--- src/rtl/core/wsp_pkg.sv ---
`timescale 1ns / 1ps
`default_nettype none

package wsp_pkg;

	localparam logic [1:0] PH_RIFF  = 2'd0;
	localparam logic [1:0] PH_CHUNK = 2'd1;
	localparam logic [1:0] PH_BODY  = 2'd2;
	localparam logic [1:0] PH_DONE  = 2'd3;

	localparam logic [1:0] ST_OK        = 2'd0;
	localparam logic [1:0] ST_BAD_HDR   = 2'd1;
	localparam logic [1:0] ST_BAD_DATA  = 2'd2;
	localparam logic [1:0] ST_BAD_BITS  = 2'd3;

	localparam logic [31:0] TAG_RIFF = 32'h5249_4646;
	localparam logic [31:0] TAG_WAVE = 32'h5741_5645;
	localparam logic [31:0] ID_DATA  = 32'h6461_7461;

	localparam logic [31:0] POS_RIFF_END  = 32'd4;
	localparam logic [31:0] POS_WAVE      = 32'd8;
	localparam logic [31:0] POS_HDR_END   = 32'd11;
	localparam logic [31:0] POS_CHAN_LO   = 32'd22;
	localparam logic [31:0] POS_CHAN_HI   = 32'd23;
	localparam logic [29:0] POS_RATE_WORD = 30'd6;
	localparam logic [31:0] POS_BITS_LO   = 32'd34;
	localparam logic [31:0] POS_BITS_HI   = 32'd35;
	localparam logic [31:0] POS_MIN_LAST  = 32'd43;

	localparam logic [15:0] PCM_BITS    = 16'd16;
	localparam logic [15:0] STEREO      = 16'd2;
	localparam logic [15:0] GAIN_UNITY  = 16'd4096;

	// Byte idx of a four-character tag, first character in the top byte.
	function automatic logic [7:0] tag_byte(input logic [31:0] tag, input logic [1:0] idx);
		logic [7:0] b;
		case (idx)
			2'd0: b = tag[31:24];
			2'd1: b = tag[23:16];
			2'd2: b = tag[15:8];
			default: b = tag[7:0];
		endcase
		return b;
	endfunction

endpackage

`default_nettype wire

--- src/rtl/core/wav_stream_parser_with_gain.sv ---
`timescale 1ns / 1ps
`default_nettype none
// Pipeline: an accepted word goes into the input register and from there, when the result side
// is free, into the result register; the parse state is updated at that same edge.
// Throughput: one word per cycle while the result side is not stalled; a held result
// stops the input register and, behind it, the input channel.
// Reset (arst_n low) clears the parse state and the pipeline and sets the gain to unity.
module wav_stream_parser_with_gain (
	input  wire logic        clk,
	input  wire logic        arst_n,
	input  wire logic        cfg_wr_en,
	input  wire logic [15:0] cfg_wr_data,
	input  wire logic        in_valid,
	output logic             in_stall,
	input  wire logic [7:0]  wav_byte,
	input  wire logic        last_byte,
	output logic             out_valid,
	input  wire logic        out_stall,
	output logic             sample_valid,
	output logic signed [15:0] sample,
	output logic             sample_channel,
	output logic             done_res,
	output logic [1:0]       status,
	output logic [31:0]      rate_hz,
	output logic [15:0]      channel_count
);
	import wsp_pkg::*;

	logic [15:0] gain_q;

	logic        valid_s1;
	logic [7:0]  byte_s1;
	logic        last_s1;

	logic [31:0] pos_q, pos_d;
	logic        hdr_ok_q, hdr_ok_d;
	logic [15:0] chans_q, chans_d;
	logic [31:0] rate_q, rate_d;
	logic [15:0] bits_q, bits_d;
	logic [1:0]  phase_q, phase_d;
	logic [2:0]  chi_q, chi_d;
	logic [31:0] id_q, id_d;
	logic [31:0] size_q, size_d;
	logic [31:0] remain_q, remain_d;
	logic [8:0]  hold_q, hold_d;
	logic        toggle_q, toggle_d;
	logic        seen_q, seen_d;

	logic        emit;
	logic        chan;
	logic [1:0]  stat;
	logic [15:0] raw;
	logic signed [32:0] prod;
	logic signed [32:0] biased;
	logic signed [20:0] quot;
	logic signed [15:0] scaled;

	logic        out_free;
	logic        advance;

	logic        out_valid_q;
	logic        sample_valid_q;
	logic signed [15:0] sample_q;
	logic        chan_q;
	logic        done_q;
	logic [1:0]  status_q;
	logic [31:0] rate_out_q;
	logic [15:0] chans_out_q;

	assign out_free = !out_valid_q || !out_stall;
	assign advance  = valid_s1 && out_free;
	assign in_stall = valid_s1 && !out_free;

	always_ff @(posedge clk or negedge arst_n) begin
		if (!arst_n) begin
			gain_q <= GAIN_UNITY;
		end else if (cfg_wr_en) begin
			gain_q <= cfg_wr_data;
		end
	end

	always_ff @(posedge clk or negedge arst_n) begin
		if (!arst_n) begin
			valid_s1 <= 1'b0;
		end else if (in_valid && !in_stall) begin
			valid_s1 <= 1'b1;
		end else if (advance) begin
			valid_s1 <= 1'b0;
		end
	end

	always_ff @(posedge clk) begin
		if (in_valid && !in_stall) begin
			byte_s1 <= wav_byte;
			last_s1 <= last_byte;
		end
	end

	assign raw    = {byte_s1, hold_q[7:0]};
	assign prod   = $signed(raw) * $signed({1'b0, gain_q});
	assign biased = prod + (prod[32] ? 33'sd4095 : 33'sd0);
	assign quot   = biased[32:12];

	always_comb begin
		if (quot > 21'sd32767) begin
			scaled = 16'sh7FFF;
		end else if (quot < -21'sd32768) begin
			scaled = 16'sh8000;
		end else begin
			scaled = quot[15:0];
		end
	end

	always_comb begin
		pos_d    = pos_q;
		hdr_ok_d = hdr_ok_q;
		chans_d  = chans_q;
		rate_d   = rate_q;
		bits_d   = bits_q;
		phase_d  = phase_q;
		chi_d    = chi_q;
		id_d     = id_q;
		size_d   = size_q;
		remain_d = remain_q;
		hold_d   = hold_q;
		toggle_d = toggle_q;
		seen_d   = seen_q;
		emit     = 1'b0;
		chan     = 1'b0;
		stat     = ST_OK;

		if (pos_q == POS_CHAN_LO) chans_d[7:0] = byte_s1;
		if (pos_q == POS_CHAN_HI) chans_d[15:8] = byte_s1;
		if (pos_q[31:2] == POS_RATE_WORD) begin
			case (pos_q[1:0])
				2'd0: rate_d[7:0] = byte_s1;
				2'd1: rate_d[15:8] = byte_s1;
				2'd2: rate_d[23:16] = byte_s1;
				default: rate_d[31:24] = byte_s1;
			endcase
		end
		if (pos_q == POS_BITS_LO) bits_d[7:0] = byte_s1;
		if (pos_q == POS_BITS_HI) bits_d[15:8] = byte_s1;

		case (phase_q)
			PH_RIFF: begin
				if (pos_q < POS_RIFF_END) begin
					if (byte_s1 != tag_byte(TAG_RIFF, pos_q[1:0])) hdr_ok_d = 1'b0;
				end else if (pos_q >= POS_WAVE && pos_q <= POS_HDR_END) begin
					if (byte_s1 != tag_byte(TAG_WAVE, pos_q[1:0])) hdr_ok_d = 1'b0;
				end
				if (pos_q >= POS_HDR_END) begin
					phase_d = PH_CHUNK;
					chi_d   = 3'd0;
				end
			end
			PH_CHUNK: begin
				if (!chi_q[2]) begin
					id_d = {id_q[23:0], byte_s1};
				end else begin
					size_d = {byte_s1, size_q[31:8]};
				end
				chi_d = chi_q + 3'd1;
				if (chi_q == 3'd7) begin
					remain_d = size_d;
					if (id_q == ID_DATA) begin
						if (size_d == 32'd0) begin
							phase_d = PH_DONE;
						end else begin
							phase_d  = PH_BODY;
							seen_d   = 1'b1;
							hold_d   = 9'd0;
							toggle_d = 1'b0;
						end
					end else if (size_d != 32'd0) begin
						phase_d = PH_BODY;
					end
				end
			end
			PH_BODY: begin
				if (remain_q != 32'd0) remain_d = remain_q - 32'd1;
				if (seen_q) begin
					if (!hold_q[8]) begin
						hold_d = {1'b1, byte_s1};
					end else begin
						hold_d = 9'd0;
						if (hdr_ok_q && bits_d == PCM_BITS) begin
							emit = 1'b1;
							if (chans_d == STEREO) begin
								chan     = toggle_q;
								toggle_d = !toggle_q;
							end
						end
					end
					if (remain_d == 32'd0) phase_d = PH_DONE;
				end else if (remain_d == 32'd0) begin
					phase_d = PH_CHUNK;
				end
			end
			default: begin
			end
		endcase

		if (pos_q != 32'hFFFF_FFFF) pos_d = pos_q + 32'd1;

		if (last_s1) begin
			if (!hdr_ok_d || pos_q < POS_MIN_LAST) begin
				stat = ST_BAD_HDR;
			end else if (!seen_d || phase_d != PH_DONE) begin
				stat = ST_BAD_DATA;
			end else if (bits_d != PCM_BITS) begin
				stat = ST_BAD_BITS;
			end else begin
				stat = ST_OK;
			end
		end
	end

	always_ff @(posedge clk or negedge arst_n) begin
		if (!arst_n) begin
			pos_q    <= 32'd0;
			hdr_ok_q <= 1'b1;
			chans_q  <= 16'd0;
			rate_q   <= 32'd0;
			bits_q   <= 16'd0;
			phase_q  <= PH_RIFF;
			chi_q    <= 3'd0;
			id_q     <= 32'd0;
			size_q   <= 32'd0;
			remain_q <= 32'd0;
			hold_q   <= 9'd0;
			toggle_q <= 1'b0;
			seen_q   <= 1'b0;
		end else if (advance) begin
			if (last_s1) begin
				pos_q    <= 32'd0;
				hdr_ok_q <= 1'b1;
				chans_q  <= 16'd0;
				rate_q   <= 32'd0;
				bits_q   <= 16'd0;
				phase_q  <= PH_RIFF;
				chi_q    <= 3'd0;
				id_q     <= 32'd0;
				size_q   <= 32'd0;
				remain_q <= 32'd0;
				hold_q   <= 9'd0;
				toggle_q <= 1'b0;
				seen_q   <= 1'b0;
			end else begin
				pos_q    <= pos_d;
				hdr_ok_q <= hdr_ok_d;
				chans_q  <= chans_d;
				rate_q   <= rate_d;
				bits_q   <= bits_d;
				phase_q  <= phase_d;
				chi_q    <= chi_d;
				id_q     <= id_d;
				size_q   <= size_d;
				remain_q <= remain_d;
				hold_q   <= hold_d;
				toggle_q <= toggle_d;
				seen_q   <= seen_d;
			end
		end
	end

	always_ff @(posedge clk or negedge arst_n) begin
		if (!arst_n) begin
			out_valid_q <= 1'b0;
		end else if (advance) begin
			out_valid_q <= emit || last_s1;
		end else if (!out_stall) begin
			out_valid_q <= 1'b0;
		end
	end

	always_ff @(posedge clk) begin
		if (advance) begin
			sample_valid_q <= emit;
			sample_q       <= emit ? scaled : 16'sd0;
			chan_q         <= chan;
			done_q         <= last_s1;
			status_q       <= stat;
			rate_out_q     <= rate_d;
			chans_out_q    <= chans_d;
		end
	end

	assign out_valid      = out_valid_q;
	assign sample_valid   = sample_valid_q;
	assign sample         = sample_q;
	assign sample_channel = chan_q;
	assign done_res       = done_q;
	assign status         = status_q;
	assign rate_hz        = rate_out_q;
	assign channel_count  = chans_out_q;

	a_stall_needs_word: assert property (@(posedge clk) disable iff (!arst_n)
		in_stall |-> valid_s1)
		else $error("input stalled with an empty input register");

	a_result_has_cause: assert property (@(posedge clk) disable iff (!arst_n)
		out_valid_q |-> (sample_valid_q || done_q))
		else $error("result word carries neither a sample nor a status");

	a_idle_fields_zero: assert property (@(posedge clk) disable iff (!arst_n)
		(out_valid_q && !sample_valid_q) |-> (sample_q == 16'sd0 && !chan_q))
		else $error("sample fields not cleared on a status-only word");

	a_body_has_bytes: assert property (@(posedge clk) disable iff (!arst_n)
		(phase_q == PH_BODY) |-> (remain_q != 32'd0))
		else $error("chunk body phase with no bytes remaining");

endmodule

`default_nettype wire

--- config.mk ---
export PLATFORM = sky130hd
export DESIGN_NAME = wav_stream_parser_with_gain
export DESIGN_NICKNAME = d
export VERILOG_FILES = /design/src/rtl/core/wsp_pkg.sv /design/src/rtl/core/wav_stream_parser_with_gain.sv
export SDC_FILE = /design/constraint.sdc
export NUM_CORES = 1
export LEC_CHECK = 0
export BUFFER_PORTS_ARGS = -buffer_cell sky130_fd_sc_hd__buf_2
export CORE_AREA = 2 2 309 311
export CTS_CLUSTER_DIAMETER = 150
export DETAILED_ROUTE_END_ITERATION = 6
export DIE_AREA = 0 0 311 313
export PLACE_DENSITY = 0.38
export SKIP_CTS_REPAIR_TIMING = 1
export SYNTH_ARGS = -nofsm -noshare
export SYNTH_HDL_FRONTEND = slang
export SYNTH_SLANG_ARGS = --single-unit
--- constraint.sdc ---
create_clock -name clk -period 14.7 [get_ports clk]
set_clock_uncertainty 0.15 [all_clocks]
set_input_delay 0.735 -clock clk [delete_from_list [all_inputs] [get_ports clk]]
set_output_delay 0.735 -clock clk [all_outputs]
set_load 0.005 [all_outputs]
==> results of run 1 <==
## final cells by class
cell class                 count  area (um^2)  area share
tap                         1265         1580      0.0576
sequential                   305         8030       0.292
multi-input combinational   1833        14600       0.530
timing repair buffer         132          751      0.0273
clock buffer                  49         1090      0.0396
clock inverter                26          382      0.0139
inverter                     290         1090      0.0397
## synth_stat cells, types with 10 or more instances
master / count / area (um^2)
mux2_2: 54 / 608
a21oi_1: 80 / 400
and3_1: 13 / 81.3
ha_1: 136 / 1700
a31oi_1: 17 / 106
o22ai_1: 10 / 62.6
and2_1: 136 / 851
xnor2_1: 37 / 324
xor2_1: 28 / 245
nand4_1: 43 / 269
o21ai_0: 173 / 866
nand3_1: 45 / 225
edfxtp_1: 78 / 2340
a22o_1: 55 / 482
o31ai_2: 10 / 125
inv_1: 288 / 1080
buf_2: 11 / 55.1
nor4_1: 28 / 175
mux2i_1: 37 / 370
a22oi_1: 16 / 120
nand2_1: 342 / 1280
nand2b_1: 18 / 113
or3_1: 17 / 106
clkbuf_1: 115 / 432
o31ai_1: 16 / 120
nor3_1: 41 / 205
buf_1: 10 / 37.5
a21o_1: 20 / 150
dfrtp_1: 225 / 5630
nor2_1: 123 / 462
fa_1: 194 / 3880
## layer usage
layer	GRT usage	vias up	wire length [um]
li1	-	8769	-
met1	0.217	9613	35300
met2	0.254	427	35700
met3	0.0212	83	3260
met4	0.0361	0	1440
met5	0	-	0
## metrics by stage
stage	hold WS, ns	cells	worst slack, ns	instance area [um^2]
floorplan	0.289	2565	5.53	24200
global placement	0.310	3825	5.13	26000
detailed placement	0.320	3825	4.87	26000
CTS	0.00683	3900	4.91	27500
global route	0.0383	3900	4.34	27500
finish	0.0160	3900	4.97	27500
## cell families (layout without fill, tap and decap cells)
logic type / Yosys count / after routing
AND/OR/NAND/NOR: 867 / 867
multiplexers: 91 / 91
flip-flops: 305 / 305
adder cells (fa/ha/maj): 330 / 330
XOR/XNOR: 65 / 65
AO/OA/AOI/OAI: 480 / 480
buffers and inverters: 427 / 497
## power groups by stage
| stage | registers, uW | clock network (uW) | logic [uW] |
|---|---|---|---|
| 6_report | 967 | 1100 | 2460 |
| 5_1_grt | 973 | 1180 | 2790 |
| 4_1_cts | 967 | 1140 | 2510 |
| 3_5_place_dp | 983 | 0 | 2490 |
| 3_3_place_gp | 982 | 0 | 2490 |
| 2_1_floorplan | 948 | 0 | 1850 |
## final timing paths
check | startpoint | endpoint | cells after the start | slack [ns]
setup reg to reg | byte_s1[7]$_DFFE_PP_ | sample[3]$_SDFFCE_PN0P_ | 30 | 4.97
min in group clk | wav_byte[0] | byte_s1[0]$_DFFE_PP_ | 1 | 0.20
max in group asynchronous | arst_n | chi_q[2]$_DFFE_PN0P_ | 3 | 12.36
hold / removal | arst_n | id_q[21]$_DFFE_PN0P_ | 1 | 0.02
setup / recovery | byte_s1[7]$_DFFE_PP_ | sample[3]$_SDFFCE_PN0P_ | 30 | 4.97
hold reg to reg | size_q[0]$_DFFE_PN0P_ | size_q[0]$_DFFE_PN0P_ | 2 | 0.33
## worst register-to-register path, delay by kind of cell, from the launching register on
kind / cells / cell delay (ns)
adders and majority gates: 8 / 3.98
AOI/OAI and AO/OA: 11 / 2.42
and+or+nand+nor: 7 / 1.87
buffers and inverters: 4 / 0.80
DFF: 1 / 0.35
## sequential cells by signal, summed over array words and instances (netlist names), 16 cells and up
| name | flops |
|---|---|
| id_q | 32 |
| pos_q | 32 |
| rate_hz | 32 |
| rate_q | 32 |
| remain_q | 32 |
| size_q | 32 |
| bits_q | 16 |
| channel_count | 16 |
| chans_q | 16 |
| gain_q | 16 |
| sample | 16 |
==> impl_metrics.yaml, run 1 <==
run:
  drv_cap: 0
yosys:
  ys_seq_elements: 305
  avgSynthCellArea_um2: 9.43
  synth_ff_type: "dfrtp_1"
  yosys.area_share.simple: 0.176
  synth-edff-count: 78
  synth_top_family_by_area: "adder cells"
  yosys.area_share.xor_xnor: 0.0235
  ys_warn_count: 0
  synthesis.area_mm2: 0.0242
  synth.net_count: 2925
  synth_cells: 2565
  synthMuxAreaShare: 0.0404
  synth_compound_area_frac: 0.130
  seq_area_frac_synth: 0.332
  synth_cell_types: 87
  async_reset_ff_frac: 0.744
  synth_adder_area_share: 0.231
route:
  drcViolationCount: 0
  viasPerCell: 4.84
  dr.pass1.iters: 5
  via_count: 18892
  ant_nets: 0
  dr.first_iter.drc_count: 1126
  wire_per_inst_um: 19.4
  wl_mm: 75.7
setup_path:
  critPathLaunchType: "flip-flop"
  crit_arrival_ns: 9.98
  cp_common_cell: "fa_1"
  cp.required_ns: 14.95
  worst-setup-path-type: "reg -> reg"
  slowest_delay_ns: 0.85
  end_kind: "flip-flop"
  crit_fanout: 19
  cp_slowest_cell: "or4_1"
  path_delay_family: "adder cells"
  critPathBufInv: 4
sta:
  fmax_mhz: 103
  maxSlewViolCount: 0
  setup_violations: 0
  relSlewSlack: 0.312
  fin_crit_sh: 0.662
  hold_violations: 0
  period_minus_slack_ns: 9.73
  worstMarginPinSlew_ns: 1.03
  tns_ns: 0
  rsz0062_at_grt: "no"
power_and_ir_drop:
  p_seq_frac: 0.213
  finalPower_uw: 4530
  p_leak_uw: 0.0124
  ir_drop_uv: 156
  powerDensity_mw_per_mm2: 165
  p_int_uw: 2520
  pwr-share-clk: 0.243
  swShare: 0.444
  pwr-share-comb: 0.543
  netSwitchingPower_uw: 2010
global_routing:
  grt_first_pass_wirelength_mm: 119
  grt_max_degree: 84
  antenna_found_initial: 3
  grt_pass1_vias: 19530
  grt_overflow_total: 0
  grt_usage: 0.155
clock_network:
  cts_tree: "yes"
  ctsRootBufferMaster: "clkbuf_16"
  cts_buffer_depth: 3
  clock-sinks: 305
  cts_buffers: 41
  clk_pin_slew_ns: 0.06
  cts_max_level: 2
  clkLatencyLatePin_ns: 0.58
floorplanning:
  start_util: 0.257
  core_mm2: 0.0942
  num_rows: 113
  dieArea_mm2: 0.0973
  io_pins: 101
  die_w_um: 311
  chipHeight_um: 313
final_layout:
  drive_gt1_frac: 0.114
  layout_commonest_cell: "nand2_1"
  num_antenna_cells: 0
  syn_to_final_growth_pct: 13.6
  fillerInstances: 9952
  fin_nets: 2963
  final_util: 0.292
  layout_common_cells: "341 x nand2_1, 288 x inv_1, 224 x dfrtp_1"
hold_path:
  hold_path_class: "in -> async"
place:
  hpwl_mm: 54.0
  gp_congestion: 0.813
  port_buffers: 100
status:
  status: "completed"
(Power assumes the default switching activity.)
==> run 2, diff against run 1 <==
--- a/config.mk
+++ b/config.mk
@@ -10,7 +10,7 @@
 export CTS_CLUSTER_DIAMETER = 150
 export DETAILED_ROUTE_END_ITERATION = 6
 export DIE_AREA = 0 0 311 313
-export PLACE_DENSITY = 0.38
+export PLACE_DENSITY = 0.39
 export SKIP_CTS_REPAIR_TIMING = 1
 export SYNTH_ARGS = -nofsm -noshare
 export SYNTH_HDL_FRONTEND = slang
==> constraint.sdc (replaced) <==
create_clock -name clk -period 8.46 [get_ports clk]
set_clock_uncertainty 0.15 [all_clocks]
set_input_delay 0.423 -clock clk [delete_from_list [all_inputs] [get_ports clk]]
set_output_delay 0.423 -clock clk [all_outputs]
set_load 0.005 [all_outputs]
==> run 2 against run 1 <==
Utilization is 1.9 points higher. Count of clock-buffer cells in the layout is 1 higher. Setup slack worse by 4.8 ns. Sequential power increased by 71%. Critical path depth rose by 1.
==> impl_metrics.yaml, run 2 (synthesis gave the netlist of run 1 again) <==
route:
  viasPerCell: 4.73
  ant_nets: 0
  dr.first_iter.drc_count: 1193
  via_count: 19263
  dr.pass1.iters: 5
  wl_mm: 75.2
  wire_per_inst_um: 18.5
  drcViolationCount: 0
sta:
  relSlewSlack: 0.275
  period_minus_slack_ns: 8.26
  fin_crit_sh: 0.976
  setup_violations: 0
  fmax_mhz: 121
  worst_hold_slack_ns: 0.0300
  worstMarginPinSlew_ns: 1.08
  hold_violations: 0
  maxSlewViolCount: 0
global_routing:
  grt_first_pass_wirelength_mm: 117
  grt_usage: 0.152
  grt_max_degree: 151
  grt_pass1_vias: 19593
  antenna_found_initial: 4
  grt_overflow_total: 0
power_and_ir_drop:
  pwr-share-clk: 0.200
  p_int_uw: 4860
  netSwitchingPower_uw: 3770
  p_leak_uw: 0.0133
  ir_drop_uv: 330
  pwr-share-comb: 0.609
  swShare: 0.437
  p_seq_frac: 0.191
  finalPower_uw: 8620
  powerDensity_mw_per_mm2: 294
place:
  port_buffers: 100
  post_dp_cell_area_mm2: 0.0270
  dp_cells: 3947
  hpwl_mm: 55.8
  gp_congestion: 0.849
floorplanning:
  chipHeight_um: 313
  num_rows: 113
  start_util: 0.257
  die_w_um: 311
  dieArea_mm2: 0.0973
  io_pins: 101
  core_mm2: 0.0942
setup_path:
  crit_arrival_ns: 8.52
  cp.required_ns: 8.72
  crit_fanout: 7
  slowest_delay_ns: 0.55
  worst-setup-path-type: "reg -> reg"
  cp_slowest_cell: "fa_2"
  critPathLaunchType: "flip-flop"
  cp_common_cell: "inv_1"
  end_kind: "flip-flop"
final_layout:
  fin_nets: 3139
  fillerInstances: 9858
  num_antenna_cells: 0
  syn_to_final_growth_pct: 21.1
  layout_common_cells: "338 x nand2_1, 281 x inv_1, 210 x dfrtp_1"
  drive_gt1_frac: 0.188
  design_area_mm2: 0.0293
  layout_commonest_cell: "nand2_1"
  instances_no_fill: 4071
clock_network:
  clk_pin_slew_ns: 0.06
  cts_buffers: 38
  ctsRootBufferMaster: "clkbuf_16"
  clkLatencyLatePin_ns: 0.58
  cts_max_level: 2
  cts_tree: "yes"
  cts_buffer_depth: 3
  clock-sinks: 305
run:
  drv_cap: 0
hold_path:
  hold_path_class: "in -> reg"
status:
  status: "completed"
-- run 2: cell count changes in the layout (fill, tap and decap cells not counted), moves of 9 or more --
cell,delta
fa_1,-11
buf_12,+9
dfrtp_1,-14
a21oi_1,-10
buf_4,+132
fa_2,+11
dfrtp_2,+14
ha_4,+10
dlygate4sd3_1,+24
ha_1,-11
buf_6,+10
-- run 2: power by group through the flow --
stage / clock, uW / sequential, uW / combinational, uW
2_1_floorplan: 0 / 1650 / 3220
3_3_place_gp: 0 / 1680 / 4910
3_5_place_dp: 0 / 1680 / 4870
4_1_cts: 1790 / 1650 / 4930
5_1_grt: 1840 / 1660 / 5840
6_report: 1730 / 1650 / 5250
-- run 2: cell type report --
cell class                      instances  area (um^2)  share of cell area
Clock inverter                         17          235             0.00802
Sequential cell                       305         8040               0.274
Tap cell                             1265         1580              0.0540
Multi-Input combinational cell       1834        15000               0.511
Clock buffer                           50         1050              0.0357
Inverter                              290         1090              0.0373
Timing Repair Buffer                  310         2330              0.0795
-- run 2: routing by layer --
layer / track usage / part of all wire
met2: 0.247 / 0.47
met5: 0 / 0.00043
met1: 0.208 / 0.47
met4: 0.0418 / 0.021
met3: 0.0269 / 0.041
-- run 2: per-stage QoR --
stage	utilization	setup slack (ns)	TNS [ns]
6_report	0.311	0.201	0
5_1_grt	0.311	-0.0479	-0.544
2_1_floorplan	-	0.00255	0
4_1_cts	0.301	-0.481	-6.31
3_3_place_gp	0.287	-0.394	-5.73
3_5_place_dp	0.287	-0.413	-5.62
-- run 2: critical path: cells and delay by family, from the launching register on --
family                     cells  cell delay (ns)
and+or+nand+nor                7             1.31
DFF                            1             0.43
buffers and inverters          7             0.73
AOI/OAI and AO/OA              9             1.88
adders and majority gates      8             3.59
-- run 2: final timing paths --
path / endpoint / start / slack, ns / depth (start not counted)
max: sample[13]$_SDFFCE_PN0P_ / hold_q[5]$_DFFE_PN0P_ / 0.20 / 31
min: gain_q[4]$_DFFE_PN0P_ / cfg_wr_data[4] / 0.03 / 2
max reg2reg: sample[13]$_SDFFCE_PN0P_ / hold_q[5]$_DFFE_PN0P_ / 0.20 / 31
min reg2reg: chi_q[1]$_DFFE_PN0P_ / chi_q[1]$_DFFE_PN0P_ / 0.32 / 2
max in group asynchronous: gain_q[5]$_DFFE_PN0P_ / arst_n / 6.39 / 3
min in group asynchronous: id_q[29]$_DFFE_PN0P_ / arst_n / 0.32 / 2
==> run 3, diff against run 2 <==
--- a/config.mk
+++ b/config.mk
@@ -6,11 +6,11 @@
 export NUM_CORES = 1
 export LEC_CHECK = 0
 export BUFFER_PORTS_ARGS = -buffer_cell sky130_fd_sc_hd__buf_2
-export CORE_AREA = 2 2 309 311
+export CORE_AREA = 2 2 210 212
 export CTS_CLUSTER_DIAMETER = 150
 export DETAILED_ROUTE_END_ITERATION = 6
-export DIE_AREA = 0 0 311 313
-export PLACE_DENSITY = 0.39
+export DIE_AREA = 0 0 212 214
+export PLACE_DENSITY = 0.75
 export SKIP_CTS_REPAIR_TIMING = 1
 export SYNTH_ARGS = -nofsm -noshare
 export SYNTH_HDL_FRONTEND = slang
==> run 3 against run 2 <==
Clock power fell by 5%. Cell count is 18% lower. Sequential power is essentially flat. First-iteration DRC count grew 76%. Largest power group unchanged.
==> impl_metrics.yaml, run 3 (synthesis gave the netlist of run 1 again) <==
power_and_ir_drop:
  ir_drop_uv: 401
  pwr-share-clk: 0.201
  p_leak_uw: 0.0131
  powerDensity_mw_per_mm2: 294
  netSwitchingPower_uw: 3560
  p_seq_frac: 0.201
  p_int_uw: 4640
  pwr-share-comb: 0.598
  swShare: 0.434
clock_network:
  clk_pin_slew_ns: 0.06
  cts_buffer_depth: 3
  clkLatencyLatePin_ns: 0.56
  cts_buffers: 36
  cts_max_level: 2
  cts_tree: "yes"
  ctsRootBufferMaster: "clkbuf_16"
  clock-sinks: 305
route:
  drcViolationCount: 0
  ant_nets: 0
  dr.pass1.iters: 5
  wl_mm: 62.7
  via_count: 19937
  viasPerCell: 5.96
  dr.first_iter.drc_count: 2100
  wire_per_inst_um: 18.8
floorplanning:
  core_mm2: 0.0429
  dieArea_mm2: 0.0454
  chipHeight_um: 214
  start_util: 0.564
  die_w_um: 212
  num_rows: 76
  io_pins: 101
final_layout:
  syn_to_final_growth_pct: 15.4
  drive_gt1_frac: 0.174
  layout_commonest_cell: "nand2_1"
  layout_common_cells: "338 x nand2_1, 283 x inv_1, 209 x dfrtp_1"
  instances_no_fill: 3344
  num_antenna_cells: 0
  fin_nets: 3091
setup_path:
  crit_fanout: 8
  cp_slowest_cell: "dfstp_2"
  cp.required_ns: 8.69
  critPathLaunchType: "flip-flop"
  slowest_delay_ns: 0.62
  crit_arrival_ns: 8.54
  worst-setup-path-type: "reg -> reg"
  cp_common_cell: "fa_1"
  end_kind: "flip-flop"
sta:
  fin_ws_ns: 0.155
  setup_violations: 0
  fin_crit_sh: 0.982
  worstMarginPinSlew_ns: 1.14
  maxSlewViolCount: 0
  worst_hold_slack_ns: 0.00376
  fmax_mhz: 120
  hold_violations: 0
  relSlewSlack: 0.240
  period_minus_slack_ns: 8.31
place:
  hpwl_mm: 45.0
  port_buffers: 100
  gp_congestion: 0.920
  dp_cells: 3212
  post-place-ws_ns: -0.154
hold_path:
  hold_path_class: "in -> reg"
global_routing:
  grt_usage: 0.275
  grt_first_pass_wirelength_mm: 101
  grt_pass1_vias: 19854
  grt_max_degree: 100
  antenna_found_initial: 0
  grt_overflow_total: 0
status:
  status: "completed"
run:
  drv_cap: 0
-- run 3: cell types whose count changed in the layout (fill, tap and decap cells not counted), sizes merged --
cell         delta
clkinv          +4
clkbuf          -5
buf            -43
clkinvlp        -2
inv             +2
dlygate4sd3     -3
-- run 3: cell type report --
class	instances	area, um^2
sequential	305	8050
timing repair buffer	264	1900
clock inverter	21	285
inverter	290	1090
clock buffer	45	965
multi-input combinational	1834	14900
tap	585	732
fill	3348	15000
-- run 3: stage by stage --
stage                     setup TNS [ns]  cell area [um^2]  total power, uW   util
after global routing              -0.456             27900             8790  0.651
after CTS                          -2.64             27000             7780  0.629
after floorplan                        0             24300             4870      -
after global placement                 0             25700             6050  0.599
after detailed placement           -1.45             25700             6090  0.599
final                                  0             27900             8200  0.651
-- run 3: layer usage --
metal	up-vias	global-route usage	part of all wire
li1	9036	-	-
met1	9909	0.382	0.42
met2	854	0.435	0.47
met3	138	0.0497	0.080
met4	0	0.0955	0.033
met5	-	0	0
-- run 3: critical path, delay by kind of cell, from the launching register on --
kind | cells | cell delay [ns]
and+or+nand+nor | 5 | 0.65
buffers and inverters | 3 | 0.16
adders and majority gates | 8 | 3.64
AOI/OAI and AO/OA | 12 | 2.90
DFF | 1 | 0.62
-- run 3: power groups by stage --
| stage | logic (uW) | clock network, uW | registers (uW) |
|---|---|---|---|
| floorplan | 3220 | 0 | 1650 |
| global placement | 4380 | 0 | 1670 |
| detailed placement | 4420 | 0 | 1680 |
| CTS | 4460 | 1670 | 1650 |
| global route | 5410 | 1720 | 1660 |
| finish | 4900 | 1650 | 1650 |
-- run 3: path summary, 6_finish.rpt --
kind / from / to / slack (ns) / depth (start not counted)
setup / recovery: gain_q[12]$_DFFE_PN1P_ / sample[2]$_SDFFCE_PN0P_ / 0.15 / 28
hold / removal: out_stall / out_valid$_DFFE_PN0P_ / 0.004 / 2
setup reg to reg: gain_q[12]$_DFFE_PN1P_ / sample[2]$_SDFFCE_PN0P_ / 0.15 / 28
hold reg to reg: id_q[27]$_DFFE_PN0P_ / id_q[27]$_DFFE_PN0P_ / 0.33 / 2
max in group asynchronous: arst_n / hold_q[7]$_DFFE_PN0P_ / 6.41 / 3
min in group asynchronous: arst_n / id_q[26]$_DFFE_PN0P_ / 0.33 / 2
